$ cat src/design/assert_macros.svh
// Assertion macros used by the top-level design file.
`ifndef ASSERT_MACROS_SVH
`define ASSERT_MACROS_SVH

// Checks that the consequent holds in the same cycle as the antecedent.
`define ASSERT_IMPLIES(label, clk, rst, ante, cons) \
  label: assert property (@(posedge clk) disable iff (rst) (ante) |-> (cons)) \
    else $error("assertion failed: same-cycle implication");

// Checks that the consequent holds in the cycle after the antecedent.
`define ASSERT_NEXT(label, clk, rst, ante, cons) \
  label: assert property (@(posedge clk) disable iff (rst) (ante) |=> (cons)) \
    else $error("assertion failed: next-cycle implication");

`endif

$ cat src/design/lifegrid_ram.sv
// Generic single-write, single-read RAM with registered read data.
module lifegrid_ram #(
  parameter int WIDTH = 64,
  parameter int DEPTH = 64
) (
  input  logic                     clk,
  input  logic                     wr_en,
  input  logic [$clog2(DEPTH)-1:0] wr_addr,
  input  logic [WIDTH-1:0]         wr_data,
  input  logic                     rd_en,
  input  logic [$clog2(DEPTH)-1:0] rd_addr,
  output logic [WIDTH-1:0]         rd_data
);

  logic [WIDTH-1:0] mem [DEPTH];

  always_ff @(posedge clk) begin
    if (wr_en) begin
      mem[wr_addr] <= wr_data;
    end
    if (rd_en) begin
      rd_data <= mem[rd_addr];
    end
  end

endmodule

$ cat config.mk
export PLATFORM = sky130hd
export DESIGN_NAME = lifegrid_ram
export DESIGN_NICKNAME = d
export VERILOG_FILES = /design/src/design/assert_macros.svh /design/src/design/lifegrid_ram.sv
export SDC_FILE = /design/constraint.sdc
export NUM_CORES = 2
export LEC_CHECK = 0
export ABC_AREA = 1
export BUFFER_PORTS_ARGS = -buffer_cell sky130_fd_sc_hd__buf_2
export CORE_MARGIN = 4
export CORE_UTILIZATION = 40
export CTS_CLUSTER_SIZE = 8
export DETAILED_ROUTE_END_ITERATION = 7
export GPL_ROUTABILITY_DRIVEN = 1
export PLACE_DENSITY = 0.53
export SLEW_MARGIN = 25
export SYNTH_ARGS = -nofsm -noshare
export SYNTH_HDL_FRONTEND = slang
export SYNTH_SLANG_ARGS = --single-unit
export TNS_END_PERCENT = 50
$ cat constraint.sdc
create_clock -name clk -period 23.5 [get_ports clk]
set_input_delay 1.175 -clock clk [delete_from_list [all_inputs] [get_ports clk]]
set_output_delay 1.175 -clock clk [all_outputs]
set_load 0.03 [all_outputs]
==> results.md <==
- Syn. warnings: 0
- Seq cells post-synth: 4,160
- Clk Latency, worst-skew pair: 1040 ps
- Clock tree from TritonCTS: done
- CP Launch Type: primary input
- Vias in the first global route: a little over 100k
- Final Max Slew Viols: 0
- Register area share after synthesis: 0.753
- Cell count after synthesis: 13,400
- Drt wl/cell: 28.7 um
- WP data arrival: approximately 7000 ps
- WHS: between 500 and 600 ps
- Initial antenna violation count: 48
- Slowest cell on crit path: buf_4
- First-pass DRT Iterations: 6
- Crit-path max FO: 98
- Area grow syn2layout: 13.3%
- Gpl congestion: between 0.7 and 0.8
- Area of the die: approximately 0.43 sq mm
- Proportion of layout cells with a drive suffix above 1: 0.0850
- Net total in the final layout: 13,600
- Leakage Power: between 60 and 70 nW
- Postcts setup bufs: 0
- Setup TNS: 0 ps
- Run status: completed
- RSZ-0062 raised after global routing: false
- DR vias: 109,000
- Final Worst Setup Slack: around 17,000 ps
- CTS Hold Bufs: 0
- Register clock-pin slew on the reported worst setup and hold paths: 50 ps
- Post-DR vias/cell: ~5.7
- Post-Syn Area: 0.166 sq mm
- Largest stage delay, worst path: around 800 ps
- Largest net degree at the start of global routing: 225
- Max-Cap Viols: 0
- Final WL: 548,000 um
- Cell family with most CP delay: buffers and inverters
- Mapped Nets: 13,500
- Placed cells: roughly 18,000
- Number of remaining DRC errors: 0
- Mean area per synthesized cell: 12.4 sq um
- CP cell instances: buf_12 -> buf_4 -> buf_4 -> buf_4 -> buf_4 -> buf_4 -> buf_4 -> nand2_1 -> nand3_1 -> nand3_1 -> nand3_1 -> nand3_1 -> nand2_1 -> nand2_1 -> nand2_1
- Htree depth: 6
- Cell Count, Final, Fillers Out: 19,100
- TritonCTS buffer count: 590
- Die Ht: 652 um
- DRT iter0 DRCs: approximately 13,000
- Core Rows: 236
- PwrDens: 88.9 mW/mm^2
- Clock sink count: 4,160
- VDD IR max: 72.0 uV
- Final Hold Vio Count: 0
- HP Class: in -> reg
- HPWL Detailed: 270,000 um
- Post-DRT Antenna Nets: 0
- Maximum clock frequency: 163 MHz
- CP dominant cell by count: buf_4
- # IOs: 143
- Critical path buffers and inverters: 7
- Clk_skew: 39.9 ps
- Clk Tree Root Cell: clkbuf_16
- Post_cts resized: 0
- Worst-margin pin slew: 1210 ps
- Longest Clk Path Bufs: 4
- Critical path required time: between 20,000 and 25,000 ps
- Core area: 0.413 sq mm
- Initial Utilization: 0.402
- WS Path Type: in -> reg
- Global route overflow: 0
- Most common cell after layout, fill and taps aside: nand2_1
- Final setup fails: 0
- Post-placement setup slack: around 16,000 ps
- Port Buffer Count: 142
- Total global-route track usage: 0.251
- Final min period: 6120 ps
- Relative slew slack: 0.194
- First-pass GRT wire length: roughly 770,000 um
- Netlist cell types: 15
- Critical path capture point type: flop
- Commonest non-fill, non-tap cells in the layout: nand2_1, edfxtp_1, nand3_1
- DIE WIDTH: ~650 um
- Fin crit share: 0.260
-- final cells by class --
cell class                 instances  area (sq um)
fill                           36800        225000
sequential                      4160        125000
multi-input combinational       8336         36600
clock buffer                     612         15300
tap                             5474          6850
timing repair buffer             436          3680
clock inverter                    40           502
inverter                          12           105
antenna                           23          57.6
-- logic make-up (layout without fill, tap and decap cells) --
kind of cell           Yosys count  count (layout)  share of synthesized area
buffers and inverters          909            1100                     0.0294
DFF                           4160            4160                      0.753
and+or+nand+nor               8336            8336                      0.218
other                            0              23                          0
-- worst paths after layout --
check / endpoint / start / slack (ps) / cells after the start
setup / recovery: rd_data[44] / rd_addr[0] / 17380 / 15
hold / removal: mem[50][40] / wr_data[40] / 570 / 1
setup reg to reg: rd_data[28] / mem[49][28] / 21380 / 8
hold reg to reg: rd_data[37] / mem[34][37] / 870 / 8
-- worst register-to-register path, cell delays in order (launching register included) --
cell      delay (ps)
edfxtp_1         370
nand2_1           70
nand3_1           90
nand3_1          120
nand3_1          100
nand3_1          220
nand2_1           70
nand2_1           80
nand2_1          490
-- per-stage QoR --
step	power [mW]	instance area [sq um]	util
CTS	16.8	188000	0.454
finish	16.7	188000	0.455
global route	17.2	188000	0.455
global placement	9.31	171000	0.415
floorplan	8.93	166000	-
detailed placement	9.31	172000	0.416
-- cells in the mapped netlist --
cell type | n | area share
nor4_1 | 8 | 0.00030
nand2_1 | 4416 | 0.10
buf_1 | 72 | 0.0016
buf_6 | 40 | 0.0027
edfxtp_1 | 4160 | 0.75
nand3_1 | 3847 | 0.12
buf_8 | 3 | 0.00027
nand4_1 | 9 | 0.00034
clkbuf_1 | 147 | 0.0033
buf_2 | 501 | 0.015
inv_2 | 2 | 0.000045
inv_1 | 8 | 0.00018
inv_4 | 2 | 0.000075
buf_4 | 134 | 0.0061
nor2_1 | 56 | 0.0013
-- report_power, final --
group          leakage [nW]  switching (mW)  internal (mW)  total [mW]
clock network          7.74            3.00           4.54        7.54
logic                  20.4           0.698          0.209       0.907
registers              37.5          0.0238           8.25        8.27
-- layer usage --
| metal | global-route usage | routed length (um) |
|---|---|---|
| met5 | 0 | 126 |
| met2 | 0.399 | 255000 |
| met4 | 0.0768 | 16700 |
| met3 | 0.0343 | 41900 |
| met1 | 0.359 | 234000 |
-- registers in the layout (all words and copies together) (netlist names) --
name,flops
mem,4096
rd_data,64
Power figures use the tool's default switching activity.
