<file path="config.mk">
export PLATFORM = sky130hd
export DESIGN_NAME = lifegrid_ctrl
export DESIGN_NICKNAME = d
export VERILOG_FILES = /design/src/design/assert_macros.svh /design/src/design/lifegrid_pkg.sv /design/src/design/lifegrid_ctrl.sv
export SDC_FILE = /design/constraint.sdc
export NUM_CORES = 1
export LEC_CHECK = 0
export ABC_AREA = 1
export BUFFER_PORTS_ARGS = -buffer_cell sky130_fd_sc_hd__buf_2
export CAP_MARGIN = 30
export CORE_AREA = 2 2 39 41
export CTS_CLUSTER_DIAMETER = 100
export CTS_CLUSTER_SIZE = 24
export DETAILED_ROUTE_END_ITERATION = 16
export DIE_AREA = 0 0 41 43
export GPL_TIMING_DRIVEN = 0
export SLEW_MARGIN = 5
export SYNTH_ARGS = -nofsm -noshare
export SYNTH_HDL_FRONTEND = slang
export SYNTH_SLANG_ARGS = --single-unit
</file>
<file path="constraint.sdc">
create_clock -name clk -period 1.41 [get_ports clk]
set_input_delay 0.423 -clock clk [delete_from_list [all_inputs] [get_ports clk]]
set_output_delay 0.423 -clock clk [all_outputs]
set_load 0.01 [all_outputs]
</file>
<file path="src/design/assert_macros.svh">
// Assertion macros used by the top-level design file.
`ifndef ASSERT_MACROS_SVH
`define ASSERT_MACROS_SVH

// Checks that the consequent holds in the same cycle as the antecedent.
`define ASSERT_IMPLIES(label, clk, rst, ante, cons) \
  label: assert property (@(posedge clk) disable iff (rst) (ante) |-> (cons)) \
    else $error("assertion failed: same-cycle implication");

// Checks that the consequent holds in the cycle after the antecedent.
`define ASSERT_NEXT(label, clk, rst, ante, cons) \
  label: assert property (@(posedge clk) disable iff (rst) (ante) |=> (cons)) \
    else $error("assertion failed: next-cycle implication");

`endif

</file>
<file path="src/design/lifegrid_pkg.sv">
// Types and constants shared by the life grid modules.
package lifegrid_pkg;

  typedef enum logic [1:0] {
    CMD_SET  = 2'd0,
    CMD_READ = 2'd1,
    CMD_STEP = 2'd2
  } cmd_t;

  typedef enum logic [1:0] {
    ADDR_ITEM,
    ADDR_FIRST,
    ADDR_SECOND,
    ADDR_AHEAD
  } addr_sel_t;

  typedef enum logic [2:0] {
    ST_IDLE,
    ST_DECODE,
    ST_CELL_RD,
    ST_CELL_UPD,
    ST_STEP_RD0,
    ST_STEP_RD1,
    ST_STEP_RUN,
    ST_DONE
  } state_t;

  // Neighbor counts of rule B3/S23.
  localparam logic [3:0] LIFE_BIRTH   = 4'd3;
  localparam logic [3:0] LIFE_SURVIVE = 4'd2;

  typedef struct packed {
    logic      capture;
    logic      rd_en;
    addr_sel_t addr_sel;
    logic      cell_wr;
    logic      step_init;
    logic      step_load;
    logic      step_run;
    logic      res_load;
    logic      out_load;
  } dp_cmd_t;

  typedef struct packed {
    cmd_t cmd;
    logic in_grid;
    logic last_row;
    logic ahead_ok;
  } dp_status_t;

endpackage

</file>
<file path="src/design/lifegrid_ctrl.sv">
// Controller state machine that sequences cell accesses and generation sweeps.
module lifegrid_ctrl import lifegrid_pkg::*; (
  input  logic       clk,
  input  logic       rst,
  input  logic       in_valid,
  output logic       in_stall,
  output logic       out_valid,
  input  logic       out_stall,
  input  dp_status_t stat,
  output dp_cmd_t    ctl
);

  state_t state;
  state_t state_next;
  logic   out_valid_next;
  logic   out_free;

  assign out_free = !out_valid || !out_stall;

  always_ff @(posedge clk) begin
    if (rst) begin
      state     <= ST_IDLE;
      out_valid <= 1'b0;
    end else begin
      state     <= state_next;
      out_valid <= out_valid_next;
    end
  end

  always_comb begin
    state_next = state;
    case (state)
      ST_IDLE: begin
        if (in_valid) begin
          state_next = ST_DECODE;
        end
      end
      ST_DECODE: begin
        if ((stat.cmd == CMD_SET || stat.cmd == CMD_READ) && stat.in_grid) begin
          state_next = ST_CELL_RD;
        end else if (stat.cmd == CMD_STEP) begin
          state_next = ST_STEP_RD0;
        end else begin
          state_next = ST_DONE;
        end
      end
      ST_CELL_RD:  state_next = ST_CELL_UPD;
      ST_CELL_UPD: state_next = ST_DONE;
      ST_STEP_RD0: state_next = ST_STEP_RD1;
      ST_STEP_RD1: state_next = ST_STEP_RUN;
      ST_STEP_RUN: begin
        if (stat.last_row) begin
          state_next = ST_DONE;
        end
      end
      ST_DONE: begin
        if (out_free) begin
          state_next = ST_IDLE;
        end
      end
      default: state_next = ST_IDLE;
    endcase
  end

  always_comb begin
    ctl      = '0;
    in_stall = (state != ST_IDLE);
    case (state)
      ST_IDLE: begin
        ctl.capture = in_valid;
      end
      ST_CELL_RD: begin
        ctl.rd_en    = 1'b1;
        ctl.addr_sel = ADDR_ITEM;
      end
      ST_CELL_UPD: begin
        ctl.res_load = 1'b1;
        ctl.cell_wr  = (stat.cmd == CMD_SET);
      end
      ST_STEP_RD0: begin
        ctl.rd_en     = 1'b1;
        ctl.addr_sel  = ADDR_FIRST;
        ctl.step_init = 1'b1;
      end
      ST_STEP_RD1: begin
        ctl.rd_en     = 1'b1;
        ctl.addr_sel  = ADDR_SECOND;
        ctl.step_load = 1'b1;
      end
      ST_STEP_RUN: begin
        ctl.rd_en    = stat.ahead_ok;
        ctl.addr_sel = ADDR_AHEAD;
        ctl.step_run = 1'b1;
      end
      ST_DONE: begin
        ctl.out_load = out_free;
      end
      default: ctl = '0;
    endcase
  end

  assign out_valid_next = ctl.out_load || (out_valid && out_stall);

endmodule

</file>
==> reports/results.tsv <==
stage	metric	value	unit
status	outcome	complete, but fails checks	
status	violations	negative setup slack	
yosys	synth.distinct_cells	17	
place	portBuffers	20	
place	dpl_cell_area	474	sq um
finish	syn2layout_area_growth	71.4	%
clock_network	clkSinkCount	4	
yosys	syn-num-nets	71	
global_routing	grt_use_total	11.7	%
yosys	synth_seq_cells	4	
sta	hold_viol	0	
place	dp_cells	98	
place	place_congestion	0.745	
setup_path	startpoint_type	flip-flop	
global_routing	grt.overflow.total	0	
floorplanning	pin_count	21	
sta	slew_viol_final	0	
global_routing	antenna_found_initial	0	
global_routing	grt_pass1_vias	363	
global_routing	grt_pass1_wl	1370	microns
flow_run	cap_violations	0	
setup_path	reg2regPathDepth	6	
routing	antenna_left	0	
finish	diodes	0	
sta	period_share	108	%
floorplanning	die-area	1760	sq um
routing	vias	457	
yosys	syn_inst	62	
finish	nFillCells	144	
clock_network	cts_buffers	3	
hold_path	hold_class	input port to flip-flop	
sta	setup_viol	11	
sta	min_period	1.52	ns
finish	finalNetCount	104	
yosys	yosysWarnings	0	
setup_path	crit_path_max_incr_delay	0.31	ns
sta	fmax	0.657	GHz
sta	fin_ws	-0.112	ns
yosys	synth_edf_count	0	
routing	drt_wl_total	915	microns
setup_path	slowest_stage	dfxtp_2	
finish	fin_cells	109	
sta	slew_headroom	86.9	%
finish	multiInputGateArea	246	sq um
floorplanning	initial_core_util	25.6	%
floorplanning	std_cell_rows	14	
routing	drcViolationCount	0	
setup_path	crit_arrival	1.10	ns
setup_path	r2r_slack	0.17	ns
pwr	power.density	1170	nW/um^2
finish	stdcell_area	607	sq um
yosys	synth_top_flop_cell	dfxtp_1	
yosys	syn_area	354	sq um
global_routing	grt_max_degree	8	
setup_path	cp.required	0.99	ns
sta	rsz0062_at_grt	yes	
clock_network	clk_pin_slew	0.04	ns
sta	worst_slew_pin_slew	0.195	ns
clock_network	cts_root_buf	clkbuf_4	
clock_network	clockBufferDepth	2	
floorplanning	coreArea	1380	sq um
routing	vias_per_cell	4.19	
setup_path	critical_path.max_fanout	6	
setup_path	critical_path_class	flip-flop to output pin	
yosys	syn_avg_cell_area	5.71	sq um
routing	drtPass1Iterations	3	
floorplanning	die_x	41	microns
clock_network	hold_buffers	0	
pwr	p_leak	0.000362	uW
setup_path	cp-end-kind	output pin	
finish	drive_gt1_share	53.8	%
setup_path	crit_chain	buf_6 > nand2_4 > nor2_4 > inv_2 > nor2_1 > buf_2	
routing	drt-initial-drc-count	6	
floorplanning	die_h	43	microns
hold_path	hold_depth	2	
yosys	yosysSeqAreaShare	22.6	%
clock_network	cts.htree.levels	1	
yosys	async_flop_share	0	%
place	dp_hpwl	666	microns
sta	fin_skew	0.00215	ns
pwr	peakVddDrop	0.000509	V
clock_network	cts_tree	yes	
clock_network	clkLatencyLatePin	0.23	ns
routing	routedWlPerCell	8.39	microns
finish	register_area	86.3	sq um
## power by group
part           switching [uW]  internal (uW)  total [uW]
sequential               22.2            139         162
clock                    39.9           94.7         135
combinational             221            190         411
## layer usage
metal  GRT usage, %  vias up  share of wire, %  wire length, microns
met5              0        -                 0                     0
met4           8.00        0                 0                     0
met3           3.14        0               5.6                    51
met2           17.5       11                52                   477
met1           13.8      192                42                   386
li1               -      254                 -                     -
## cells in the mapped netlist, types with 2 or more instances
library cell  count  area (sq um)
dfxtp_1           4          80.1
nand3_1           2          10.0
a21oi_1           7          35.0
nor2_2            4          25.0
inv_2             2          7.51
nor2_1            8          30.0
o21ai_0           3          15.0
inv_1             8          30.0
nand2_1          16          60.1
## final cells by class
cell class,instances,area share (%)
buffer,2,3.71
timing repair buffer,28,27.0
tap,16,3.30
inverter,10,7.42
multi-input combinational,46,40.6
sequential,4,14.2
clock buffer,3,3.71
## metrics by stage
step	setup TNS, ns	worst slack [ns]	hold WS (ns)	util (%)	total power (uW)
2_1_floorplan	0	0.0762	0.492	-	374
3_3_place_gp	-0.0118	-0.0105	0.479	34.3	464
3_5_place_dp	-0.00542	-0.00352	0.478	34.3	465
4_1_cts	-0.821	-0.125	0.383	42.6	703
5_1_grt	-1.49	-0.181	0.397	43.9	776
6_report	-0.625	-0.112	0.390	43.9	708
## path summary, 6_finish.rpt
| check | startpoint | endpoint |
|---|---|---|
| max reg2reg | state[1] | state[0] |
| max | state[0] | ctl[0] |
| min reg2reg | out_valid | out_valid |
| min | rst | state[2] |
## kinds of logic after synthesis
group	Yosys count	share of synthesized area (%)
and+or+nand+nor	35	45.2
buffers and inverters	12	15.9
AOI/OAI and AO/OA	11	16.3
DFF	4	22.6
## cells in the final DEF (no fill, tap or decap), drive strengths merged, types with 2 or more instances in the layout
master,count
a21oi,7
buf,30
clkbuf,3
dfxtp,4
inv,10
nand2,17
nand3,2
nor2,12
o21ai,3
## repair_timing
action | CTS | global route
pin swaps | 1 | 0
resized for setup | 17 | 2
buffers inserted | 7 | 1
setup endpoints to repair | 11 | 11
## worst max-delay path: cells and delay by family (launching register included)
| kind | cells | cell delay (ns) |
|---|---|---|
| flops | 1 | 0.31 |
| simple gates | 3 | 0.26 |
| buf+inv | 3 | 0.30 |
## registers in the layout, indices dropped and copies added, names as in the netlist
register   flops
out_valid      1
state          3
Power figures use the tool's default switching activity.
