==> config.mk <==
export PLATFORM = sky130hd
export DESIGN_NAME = lifegrid_dp
export DESIGN_NICKNAME = d
export VERILOG_FILES = /design/src/design/assert_macros.svh /design/src/design/lifegrid_pkg.sv /design/src/design/lifegrid_dp.sv
export SDC_FILE = /design/constraint.sdc
export NUM_CORES = 1
export LEC_CHECK = 0
export ABC_AREA = 1
export BUFFER_PORTS_ARGS = -buffer_cell sky130_fd_sc_hd__buf_2
export CORE_AREA = 2 2 219 221
export DETAILED_ROUTE_END_ITERATION = 8
export DIE_AREA = 0 0 221 223
export GPL_TIMING_DRIVEN = 0
export REMOVE_ABC_BUFFERS = 1
export SYNTH_ARGS = -nofsm -noshare
export SYNTH_HDL_FRONTEND = slang
export SYNTH_SLANG_ARGS = --single-unit
==> constraint.sdc <==
create_clock -name clk -period 5 [get_ports clk]
set_clock_uncertainty 0.05 [all_clocks]
set_input_delay 1.25 -clock clk [delete_from_list [all_inputs] [get_ports clk]]
set_output_delay 1.25 -clock clk [all_outputs]
set_load 0.01 [all_outputs]
==> src/design/assert_macros.svh <==
// Assertion macros used by the top-level design file.
`ifndef ASSERT_MACROS_SVH
`define ASSERT_MACROS_SVH

// Checks that the consequent holds in the same cycle as the antecedent.
`define ASSERT_IMPLIES(label, clk, rst, ante, cons) \
  label: assert property (@(posedge clk) disable iff (rst) (ante) |-> (cons)) \
    else $error("assertion failed: same-cycle implication");

// Checks that the consequent holds in the cycle after the antecedent.
`define ASSERT_NEXT(label, clk, rst, ante, cons) \
  label: assert property (@(posedge clk) disable iff (rst) (ante) |=> (cons)) \
    else $error("assertion failed: next-cycle implication");

`endif

==> src/design/lifegrid_pkg.sv <==
// Types and constants shared by the life grid modules.
package lifegrid_pkg;

  typedef enum logic [1:0] {
    CMD_SET  = 2'd0,
    CMD_READ = 2'd1,
    CMD_STEP = 2'd2
  } cmd_t;

  typedef enum logic [1:0] {
    ADDR_ITEM,
    ADDR_FIRST,
    ADDR_SECOND,
    ADDR_AHEAD
  } addr_sel_t;

  typedef enum logic [2:0] {
    ST_IDLE,
    ST_DECODE,
    ST_CELL_RD,
    ST_CELL_UPD,
    ST_STEP_RD0,
    ST_STEP_RD1,
    ST_STEP_RUN,
    ST_DONE
  } state_t;

  // Neighbor counts of rule B3/S23.
  localparam logic [3:0] LIFE_BIRTH   = 4'd3;
  localparam logic [3:0] LIFE_SURVIVE = 4'd2;

  typedef struct packed {
    logic      capture;
    logic      rd_en;
    addr_sel_t addr_sel;
    logic      cell_wr;
    logic      step_init;
    logic      step_load;
    logic      step_run;
    logic      res_load;
    logic      out_load;
  } dp_cmd_t;

  typedef struct packed {
    cmd_t cmd;
    logic in_grid;
    logic last_row;
    logic ahead_ok;
  } dp_status_t;

endpackage

==> src/design/lifegrid_dp.sv <==
// Datapath: item registers, row window, row of next-generation cells, result registers.
module lifegrid_dp import lifegrid_pkg::*; #(
  parameter int ROWS = 64,
  parameter int COLS = 64
) (
  input  logic                    clk,
  input  logic                    rst,
  input  logic [1:0]              command,
  input  logic [5:0]              row_index,
  input  logic [5:0]              col_index,
  input  logic                    cell_value,
  input  dp_cmd_t                 ctl,
  output dp_status_t              stat,
  output logic                    ram_wr_en,
  output logic [$clog2(ROWS)-1:0] ram_wr_addr,
  output logic [COLS-1:0]         ram_wr_data,
  output logic                    ram_rd_en,
  output logic [$clog2(ROWS)-1:0] ram_rd_addr,
  input  logic [COLS-1:0]         ram_rd_data,
  output logic                    alive
);

  localparam int RW  = $clog2(ROWS);
  localparam int CW  = $clog2(COLS);
  localparam int RXW = (RW > 6) ? RW : 6;
  localparam int CXW = (CW > 6) ? CW : 6;

  cmd_t            cmd_q;
  logic [5:0]      row_q;
  logic [5:0]      col_q;
  logic            val_q;
  logic            res_work;
  logic            alive_q;
  logic [ROWS-1:0] row_valid;
  logic            rd_live;
  logic [COLS-1:0] above;
  logic [COLS-1:0] cur;
  logic [RW-1:0]   step_row;

  logic [RXW-1:0]  row_ext;
  logic [CXW-1:0]  col_ext;
  logic [RW-1:0]   row_idx;
  logic [CW-1:0]   col_idx;
  logic [COLS-1:0] rd_row;
  logic [COLS-1:0] set_row;
  logic [COLS-1:0] next_row;
  logic [COLS+1:0] pad_above;
  logic [COLS+1:0] pad_cur;
  logic [COLS+1:0] pad_below;

  assign row_ext = RXW'(row_q);
  assign col_ext = CXW'(col_q);
  assign row_idx = row_ext[RW-1:0];
  assign col_idx = col_ext[CW-1:0];

  // Rows never written since reset read as all dead.
  assign rd_row = rd_live ? ram_rd_data : '0;

  assign stat.cmd      = cmd_q;
  assign stat.in_grid  = (32'(row_q) < 32'(ROWS)) && (32'(col_q) < 32'(COLS));
  assign stat.last_row = (step_row == RW'(ROWS - 1));
  assign stat.ahead_ok = (32'(step_row) + 32'd2) < 32'(ROWS);

  always_comb begin
    case (ctl.addr_sel)
      ADDR_ITEM:   ram_rd_addr = row_idx;
      ADDR_FIRST:  ram_rd_addr = '0;
      ADDR_SECOND: ram_rd_addr = RW'(1);
      ADDR_AHEAD:  ram_rd_addr = step_row + RW'(2);
      default:     ram_rd_addr = '0;
    endcase
  end
  assign ram_rd_en = ctl.rd_en;

  always_comb begin
    set_row          = rd_row;
    set_row[col_idx] = val_q;
  end

  // Border cells outside the grid are dead.
  assign pad_above = {1'b0, above, 1'b0};
  assign pad_cur   = {1'b0, cur, 1'b0};
  assign pad_below = {1'b0, rd_row, 1'b0};

  for (genvar c = 0; c < COLS; c++) begin : g_cell
    logic [3:0] nbr;
    assign nbr = 4'(pad_above[c]) + 4'(pad_above[c+1]) + 4'(pad_above[c+2])
               + 4'(pad_cur[c]) + 4'(pad_cur[c+2])
               + 4'(pad_below[c]) + 4'(pad_below[c+1]) + 4'(pad_below[c+2]);
    assign next_row[c] = (nbr == LIFE_BIRTH) || ((nbr == LIFE_SURVIVE) && cur[c]);
  end

  assign ram_wr_en   = ctl.cell_wr || ctl.step_run;
  assign ram_wr_addr = ctl.step_run ? step_row : row_idx;
  assign ram_wr_data = ctl.step_run ? next_row : set_row;

  always_ff @(posedge clk) begin
    if (rst) begin
      row_valid <= '0;
      rd_live   <= 1'b0;
      step_row  <= '0;
    end else begin
      rd_live <= ctl.rd_en && row_valid[ram_rd_addr];
      if (ram_wr_en) begin
        row_valid[ram_wr_addr] <= 1'b1;
      end
      if (ctl.step_init) begin
        step_row <= '0;
      end else if (ctl.step_run) begin
        step_row <= step_row + RW'(1);
      end
    end
  end

  always_ff @(posedge clk) begin
    if (ctl.capture) begin
      cmd_q    <= cmd_t'(command);
      row_q    <= row_index;
      col_q    <= col_index;
      val_q    <= cell_value;
      res_work <= 1'b0;
    end else if (ctl.res_load) begin
      res_work <= (cmd_q == CMD_SET) ? val_q : rd_row[col_idx];
    end
    if (ctl.step_init) begin
      above <= '0;
    end else if (ctl.step_run) begin
      above <= cur;
    end
    if (ctl.step_load || ctl.step_run) begin
      cur <= rd_row;
    end
    if (ctl.out_load) begin
      alive_q <= res_work;
    end
  end

  assign alive = alive_q;

endmodule
==> impl_metrics.tcl <==
set metrics [dict create \
    crit_slowest_cell "fa_2" \
    r2r_cells 13 \
    ys_async_sr_fraction_pct 0 \
    power.density_nw_per_um2 250.0 \
    drc 0 \
    clockPowerShare_pct 32.8 \
    drv_slew 0 \
    grt.total_usage_pct 25.29 \
    slew_headroom_pct 17.28 \
    violations "setup timing" \
    grt_pass1_vias 18028 \
    antenna_found_initial 1 \
    finalWorstSetupSlack_ns -0.1074 \
    whs_path_depth 0 \
    routedWlPerCell_um 19.21 \
    tightest_slew_ns 1.241 \
    root_buffer "clkbuf_16" \
    place.gp.congestion 0.8528 \
    firstDrtPassIters 5 \
    wl_um 64160 \
    dieArea_um2 49280 \
    ys_ff_latch 216 \
    path_class "register to primary output" \
    register_area_um2 5229 \
    synth_area_leaders "fa_1, dfxtp_1, edfxtp_1" \
    synth_top_area_cell "fa_1" \
    multi_input_comb_area_um2 14900 \
    finalHoldViolations 0 \
    fin_crit_sh_pct 102.1 \
    nets 3234 \
    syn_inst 2413 \
    p_switching_mw 2.453 \
    hp-start "res_work" \
    h-tree-depth 1 \
    hold_path.class "register to register" \
    worstSetupEndpointType "primary output" \
    synth_most_common_cell "inv_1" \
    total_power_mw 6.665 \
    avgViaCountPerCell 5.467 \
    cp.arrival_ns 3.81 \
    area_growth_pct 27.17 \
    clk_latency_ns 0.60 \
    drv_cap 0 \
    cts_buffers 30 \
    postRouteAntennaNets 0 \
    path_cells "inv_2 > fa_1 > fa_1 > fa_1 > inv_1 > ha_2 > fa_2 > o221ai_1 > o21ai_2 > buf_2" \
    rows 80 \
    yosysSeqAreaShare_pct 24.45 \
    antenna_cells 0 \
    dp_cells 3117 \
    drt_iter0_drc 1386 \
    critPathRequiredTime_ns 3.70 \
    pin_count 175 \
    clk_pin_slew_worst_paths_ns 0.06 \
    cts.sinks 216 \
    syn-cell-area_um2 20960 \
    sequentialPowerShare_pct 30.2 \
    cp_slowest_stage_delay_ns 0.52 \
    vias 18260 \
    yosys_most_used_dff "dfxtp_1" \
    hold_end "alive" \
    top_layer_used "met4" \
    chipHeight_um 223 \
    portBuffers 173 \
    outcome "finished with violations" \
    path_common_cell "fa_1" \
    routed-wl-met2_um 30180 \
    fillers 4139 \
    cts_max_path_buffers 3 \
    rsz0062_at_grt "yes" \
    start_kind "register" \
    leakage_nw 12.78 \
    combPwrFrac_pct 37.1 \
    grt_overflow 0 \
    crit_path_max_fanout 2 \
    synth_top_area_share_pct 24.07 \
    hold_buffers 0 \
    p_int_mw 4.212 \
    yosys-top-cells-count "inv_1, fa_1, nand2_1" \
    max-vdd-ir-drop_mv 0.2775 \
    grt_pass1_wl_um 98440 \
    swShare_pct 36.81 \
    grt_start_max_net_pins 132 \
    initial_core_util_pct 44.46 \
    fin_cells 3340 \
    cts_tree "built" \
    setup_viol 41 \
    met1_length_um 27340 \
    rr_endpoint "res_work" \
    fp.coreArea_um2 47150 \
    synth_edf_count 80 \
    met3_length_um 4217 \
    fmax_mhz 195.8 \
    min_period_ns 5.107 \
    avgSynthCellArea_um2 8.686 \
    hpwl_um 42250 \
    rrSetupSlack_ns 1.50 \
    synth_cell_types 47 \
    yosys_warnings 0 \
    drive_gt1_share_pct 31.63 \
    die_w_um 221 \
    worstReg2RegStart "col_ext[0]" \
]
[registers in the layout, summed over array words and instances, names as in the netlist]
name and flops:
above 64, alive 1, cmd_q 2, col_ext 6, cur 64, rd_live 1
res_work 1, row_ext 6, row_valid 64, step_row 6, val_q 1
[logic make-up after synthesis]
kind of cell / synth area share, %
xor+xnor: 0.04180
other cells: 0.01789
simple gates: 11.79
fa+ha+maj: 35.41
flops: 24.45
compound gates: 16.28
buf+inv: 12.01
[placed cells by master (no fill, tap or decap), types with 11 or more instances in the layout]
| master | Yosys | layout |
|---|---|---|
| o221ai_1 | 21 | 11 |
| buf_2 | 22 | 165 |
| o21ai_0 | 135 | 82 |
| o21ai_2 | 1 | 25 |
| nand2_4 | 0 | 40 |
| nor3_1 | 14 | 13 |
| fa_1 | 252 | 227 |
| o311ai_0 | 38 | 38 |
| buf_4 | 2 | 142 |
| clkbuf_16 | 0 | 32 |
| dfxtp_4 | 0 | 12 |
| ha_1 | 190 | 135 |
| a211oi_1 | 84 | 68 |
| ha_2 | 0 | 31 |
| a21oi_1 | 136 | 134 |
| o211ai_1 | 44 | 44 |
| inv_2 | 5 | 144 |
| o21ai_1 | 16 | 45 |
| edfxtp_1 | 80 | 80 |
| dfxtp_1 | 136 | 77 |
| nand2_8 | 0 | 16 |
| a211oi_2 | 0 | 16 |
| buf_12 | 0 | 13 |
| dfxtp_2 | 0 | 47 |
| a2111oi_2 | 0 | 25 |
| inv_1 | 560 | 419 |
| nand3_1 | 103 | 103 |
| fa_2 | 0 | 25 |
| nand2_1 | 227 | 160 |
| nand2_2 | 2 | 13 |
| nor2_1 | 197 | 195 |
| ha_4 | 0 | 24 |
[cell type report]
cell class                 count  area share (%)
inverter                     568           8.074
multi-input combinational   1540           55.90
timing repair buffer         345           9.764
clock buffer                  40           3.230
clock inverter                16          0.5304
tap                          615           2.887
sequential                   216           19.62
[worst max path at each step]
stage | from | to | slack [ns]
after floorplan | rd_live | ram_wr_data[13] | -0.18
after global placement | ctl[2] | ram_wr_data[31] | -3.75
after detailed placement | ram_rd_data[28] | ram_wr_data[29] | -0.54
after CTS | rd_live | ram_wr_data[13] | -0.19
after global routing | cur[61] | ram_wr_data[62] | -0.22
final | cur[38] | ram_wr_data[39] | -0.11
[repair_timing]
action,in CTS,in global routing
setup buffers,99,67
gates resized for setup,424,254
endpoints found under the setup margin,67,64
pin swaps,86,120
cloned,4,0
hold endpoints to repair,0,0
[critical path: cells and delay by family, from the launching register on]
family                     cells  cell delay, ns
buffers and inverters          3            0.32
adders and majority gates      5            2.10
DFF                            1            0.41
AOI/OAI and AO/OA              2            0.40
[metrics by stage]
stage | utilization [%] | setup TNS, ns | setup WS [ns] | hold WS, ns | area, um^2
global placement | 47.13 | -530.62 | -3.746 | 0.3660 | 22220
floorplan | - | -7.335 | -0.1761 | 0.3586 | 20580
detailed placement | 47.44 | -16.52 | -0.5389 | 0.3687 | 22370
global route | 56.54 | -7.982 | -0.2232 | 0.3972 | 26650
CTS | 53.72 | -4.100 | -0.1871 | 0.3803 | 25330
finish | 56.54 | -1.588 | -0.1074 | 0.3791 | 26650
[power by group through the flow]
stage	clock, mW	sequential, mW	combinational, mW
after floorplan	0	2.02	1.26
after global placement	0	2.05	1.80
after detailed placement	0	2.04	1.91
after CTS	2.21	2.00	2.23
after global routing	2.28	2.02	2.77
final	2.18	2.01	2.47
[metal layers]
layer	vias to the layer above	track usage [%]
met2	600	41.58
met3	142	3.938
met5	-	0
met1	8971	33.89
met4	0	9.179
li1	8547	-
Note: power is estimated with default switching activity, not from simulation.
